$ cat config.mk
export PLATFORM = sky130hd
export DESIGN_NAME = epwu_mult
export DESIGN_NICKNAME = d
export VERILOG_FILES = /design/src/sv/enet_penalty_weight_update_assert.svh /design/src/sv/epwu_pkg.sv /design/src/sv/epwu_mult.sv
export SDC_FILE = /design/constraint.sdc
export NUM_CORES = 2
export LEC_CHECK = 0
export ABC_AREA = 1
export BUFFER_PORTS_ARGS = -buffer_cell sky130_fd_sc_hd__clkbuf_2
export CAP_MARGIN = 20
export CORE_UTILIZATION = 45
export CTS_BUF_LIST = sky130_fd_sc_hd__clkbuf_8
export CTS_CLUSTER_DIAMETER = 40
export DETAILED_ROUTE_END_ITERATION = 16
export HOLD_SLACK_MARGIN = 0.1
export SYNTH_ARGS = -nofsm -noshare
export SYNTH_HDL_FRONTEND = slang
export SYNTH_SLANG_ARGS = --single-unit
$ cat constraint.sdc
create_clock -name clock -period 20.1 [get_ports clock]
set_input_delay 4.02 -clock clock [delete_from_list [all_inputs] [get_ports clock]]
set_output_delay 4.02 -clock clock [all_outputs]
set_load 0.05 [all_outputs]
$ cat src/sv/enet_penalty_weight_update_assert.svh
// assertion macros for the penalty weight update block
`ifndef ENET_PENALTY_WEIGHT_UPDATE_ASSERT_SVH
`define ENET_PENALTY_WEIGHT_UPDATE_ASSERT_SVH
`ifndef ASSERT_OFF
`define EPWU_ASSERT(lbl, clk, rst, prop) \
   lbl: assert property (@(posedge clk) disable iff (rst) prop) \
      else $error("assertion failed");
`define EPWU_NEVER(lbl, clk, rst, cond) \
   lbl: assert property (@(posedge clk) disable iff (rst) !(cond)) \
      else $error("forbidden condition");
`else
`define EPWU_ASSERT(lbl, clk, rst, prop)
`define EPWU_NEVER(lbl, clk, rst, cond)
`endif
`endif

$ cat src/sv/epwu_pkg.sv
// shared types and constants for the penalty weight update block
package epwu_pkg;
   localparam int COEF_W = 32;
   localparam int FRAC_W = 16;
   localparam int W_W    = 32;
   localparam int RSS_W  = 48;
   localparam int ABS_W  = 48;
   localparam int SQ_W   = 64;
   localparam int DVD_W  = 80;
   localparam int DIV_W  = 64;
   localparam int CNT_W  = 7;
   localparam int ACC_W  = 88;

   localparam logic [CNT_W-1:0] DIV_STEPS  = 7'd80;
   localparam logic [CNT_W-1:0] SQRT_STEPS = 7'd32;
   localparam logic [DIV_W-1:0] SQRT_ONE   = 64'h4000_0000_0000_0000;

   typedef enum logic {
      OP_DIV,
      OP_SQRT
   } iter_op_type;

   typedef struct packed {
      logic        start;
      iter_op_type op;
   } iter_cmd_type;

   typedef struct packed {
      logic busy;
      logic done;
   } iter_stat_type;

   typedef enum logic [1:0] {
      REG_L1_WEIGHT       = 2'd0,
      REG_L2_WEIGHT       = 2'd1,
      REG_SAMPLE_COUNT    = 2'd2,
      REG_COVARIATE_COUNT = 2'd3
   } csr_index_type;
endpackage

$ cat src/sv/epwu_mult.sv
// shared registered 32x32 unsigned multiplier
module epwu_mult (
   input  logic        clock,
   input  logic [31:0] op_a,
   input  logic [31:0] op_b,
   output logic [63:0] prod
);
   import epwu_pkg::*;

   logic [63:0] prod_ff;

   always_ff @(posedge clock) begin
      prod_ff <= op_a * op_b;
   end

   assign prod = prod_ff;
endmodule

==> out/qor.csv <==
stage,metric,value,unit
run_status,status,finished clean,
sta,final-max-slew-violation-count,0,
final_layout,mostFrequentLayoutCells,"inv_1 (1,724), nand2_1 (1,566), fa_1 (896), ha_1 (263), clkbuf_2 (128)",
clock_tree,path_clk_slew,0.10,ns
route,ant_nets,0,
grt,grt_usage,0.251,
final_layout,layout-drive-gt1-share,0.0447,
floorplan,start_util,0.455,
placed_design,numPortBuffers,128,
setup_path,start_kind,primary input,
route,initialDrtViolationCount,1624,
final_layout,finalNonFillerCells,6061,
synth,synth_warnings,0,
sta,holdWs,4.18,ns
clock_tree,numClockSinks,64,
placed_design,place_hpwl,84300,µm
floorplan,pin_count,129,
clock_tree,ctsHoldBuffers,0,
setup_path,critPathRequiredTime,20.30,ns
final_layout,largest_reg_flops,64,
sta,tns,0,ns
route,via_per_inst,4.78,
synth,synth-seq-area-share,0.0343,
grt,grt_pass1_wl,167000,µm
setup_path,critPathKind,primary input to register,
sta,tightestPinTransition,1.03,ns
worst_hold_path,hold_path_end,prod[0]$_DFF_P_,
setup_path,end_kind,register,
clock_tree,post_cts_buffers,0,
sta,setup_viol,0,
clock_tree,ctsHtreeMaxLevel,3,
final_layout,nets,6210,
floorplan,fp-row-count,105,
final_layout,postLayoutCoreUtil,0.474,
clock_tree,clockBufferDepth,2,
sta,fin_crit_sh,0.529,
synth,ys_types,23,
run,drv_cap,0,
floorplan,coreArea,82100,µm²
grt,grt_overflow,0,
clock_tree,clockRootBuffer,clkbuf_8,
sta,min_period,10.64,ns
final_layout,diodes,0,
grt,grt_max_degree,33,
route,wl_per_cell,16.6,µm
setup_path,cp.arrival,10.84,ns
grt,antenna_found_initial,1,
sta,rsz0062_at_grt,false,
final_layout,area_delta_synth_final,4.15,%
floorplan,dieArea,84300,µm²
route,num_vias,28949,
route,dr.pass1.iters,9,
setup_path,path_max_fanout,32,
worst_hold_path,worstHoldStart,op_b[0],
placed_design,finalWeightedCongestion,0.972,
clock_tree,ctsResizeCount,0,
worst_hold_path,hold_class,primary input to register,
sta,fmax,94.0,MHz
clock_tree,numCtsBuffers,9,
floorplan,die_h,290,µm
route,drt-total-wl,101000,µm
sta,hold_violations,0,
floorplan,die-width,290,µm
synth,syn_inst,5023,
route,drcViolationCount,0,
synth,synth.cell_area,37400,µm²
clock_tree,tritoncts,yes,
worst_hold_path,whs_path_depth,4,
placed_design,placed_cells,6045,
synth,syn_area_per_cell,7.45,µm²
synth,synth_nets,6247,
sta,relSlewSlack,0.311,
grt,grt_pass1_vias,31132,
final_layout,mostFrequentLayoutCell,inv_1,
synth,ys_seq_elements,64,
how the worst max path moves through the flow:
| stage | start | endpoint | slack [ns] | cells past startpoint |
|---|---|---|---|---|
| finish | op_a[16] | prod[41]$_DFF_P_ | 9.46 | 25 |
| global route | op_a[16] | prod[41]$_DFF_P_ | 9.14 | 26 |
| CTS | op_a[11] | prod[41]$_DFF_P_ | 9.46 | 25 |
| detailed placement | op_b[5] | prod[61]$_DFF_P_ | 9.14 | 26 |
| global placement | op_b[5] | prod[61]$_DFF_P_ | 9.16 | 26 |
| floorplan | op_a[25] | prod[60]$_DFF_P_ | 10.27 | 26 |
through the flow:
stage / area [µm²] / worst slack (ns)
2_1_floorplan: 37400 / 10.27
3_3_place_gp: 38800 / 9.16
3_5_place_dp: 38800 / 9.14
4_1_cts: 39000 / 9.46
5_1_grt: 39000 / 9.14
6_report: 39000 / 9.46
cell families after synthesis:
kind of cell    synth area share
compound gates           0.00853
xor+xnor                 0.00820
fa+ha+maj                  0.568
buf+inv                    0.193
flops                     0.0343
simple gates               0.188
synth_stat cells (all sizes together):
master	instances	area (µm²)
a21oi	43	215
clkbuf	192	721
dfxtp	64	1280
fa	896	17900
ha	263	3290
inv	1735	6510
nand2	1581	5970
nand3	65	370
nand4	16	100
nor2	101	459
nor3	18	131
o21ai	2	10.0
o21bai	12	93.8
xnor2	2	17.5
xor2	33	289
final cells by class:
class | count | area, µm²
Multi-Input combinational cell | 3032 | 28900
Inverter | 1735 | 6510
Tap cell | 1070 | 1340
Timing Repair Buffer | 144 | 761
Clock buffer | 9 | 124
Sequential cell | 64 | 1280
Fill cell | 8337 | 43200
Clock inverter | 7 | 48.8
per-layer routing:
| layer | wire length, µm | track usage |
|---|---|---|
| met1 | 41700 | 0.327 |
| met2 | 51200 | 0.444 |
| met3 | 4980 | 0.0223 |
| met4 | 2880 | 0.0703 |
| met5 | 13 | 0 |
critical path, stage by stage:
cell	delay [ns]
clkbuf_2	0.54
nand2_1	0.21
inv_1	0.08
fa_1	0.53
inv_1	0.05
fa_1	0.49
fa_1	0.47
fa_1	0.56
inv_1	0.06
fa_1	0.50
inv_1	0.06
fa_1	0.53
inv_1	0.05
fa_1	0.52
fa_1	0.44
ha_1	0.48
nand2_1	0.17
nor2_1	0.21
nand2_1	0.17
nor2_1	0.13
nand2_1	0.07
nand3_2	0.12
nand3_1	0.11
nand3_1	0.09
nand2_1	0.13
Power is not shown: default switching activity piles up to over one toggle a cycle in this logic, so the estimate is an artifact.
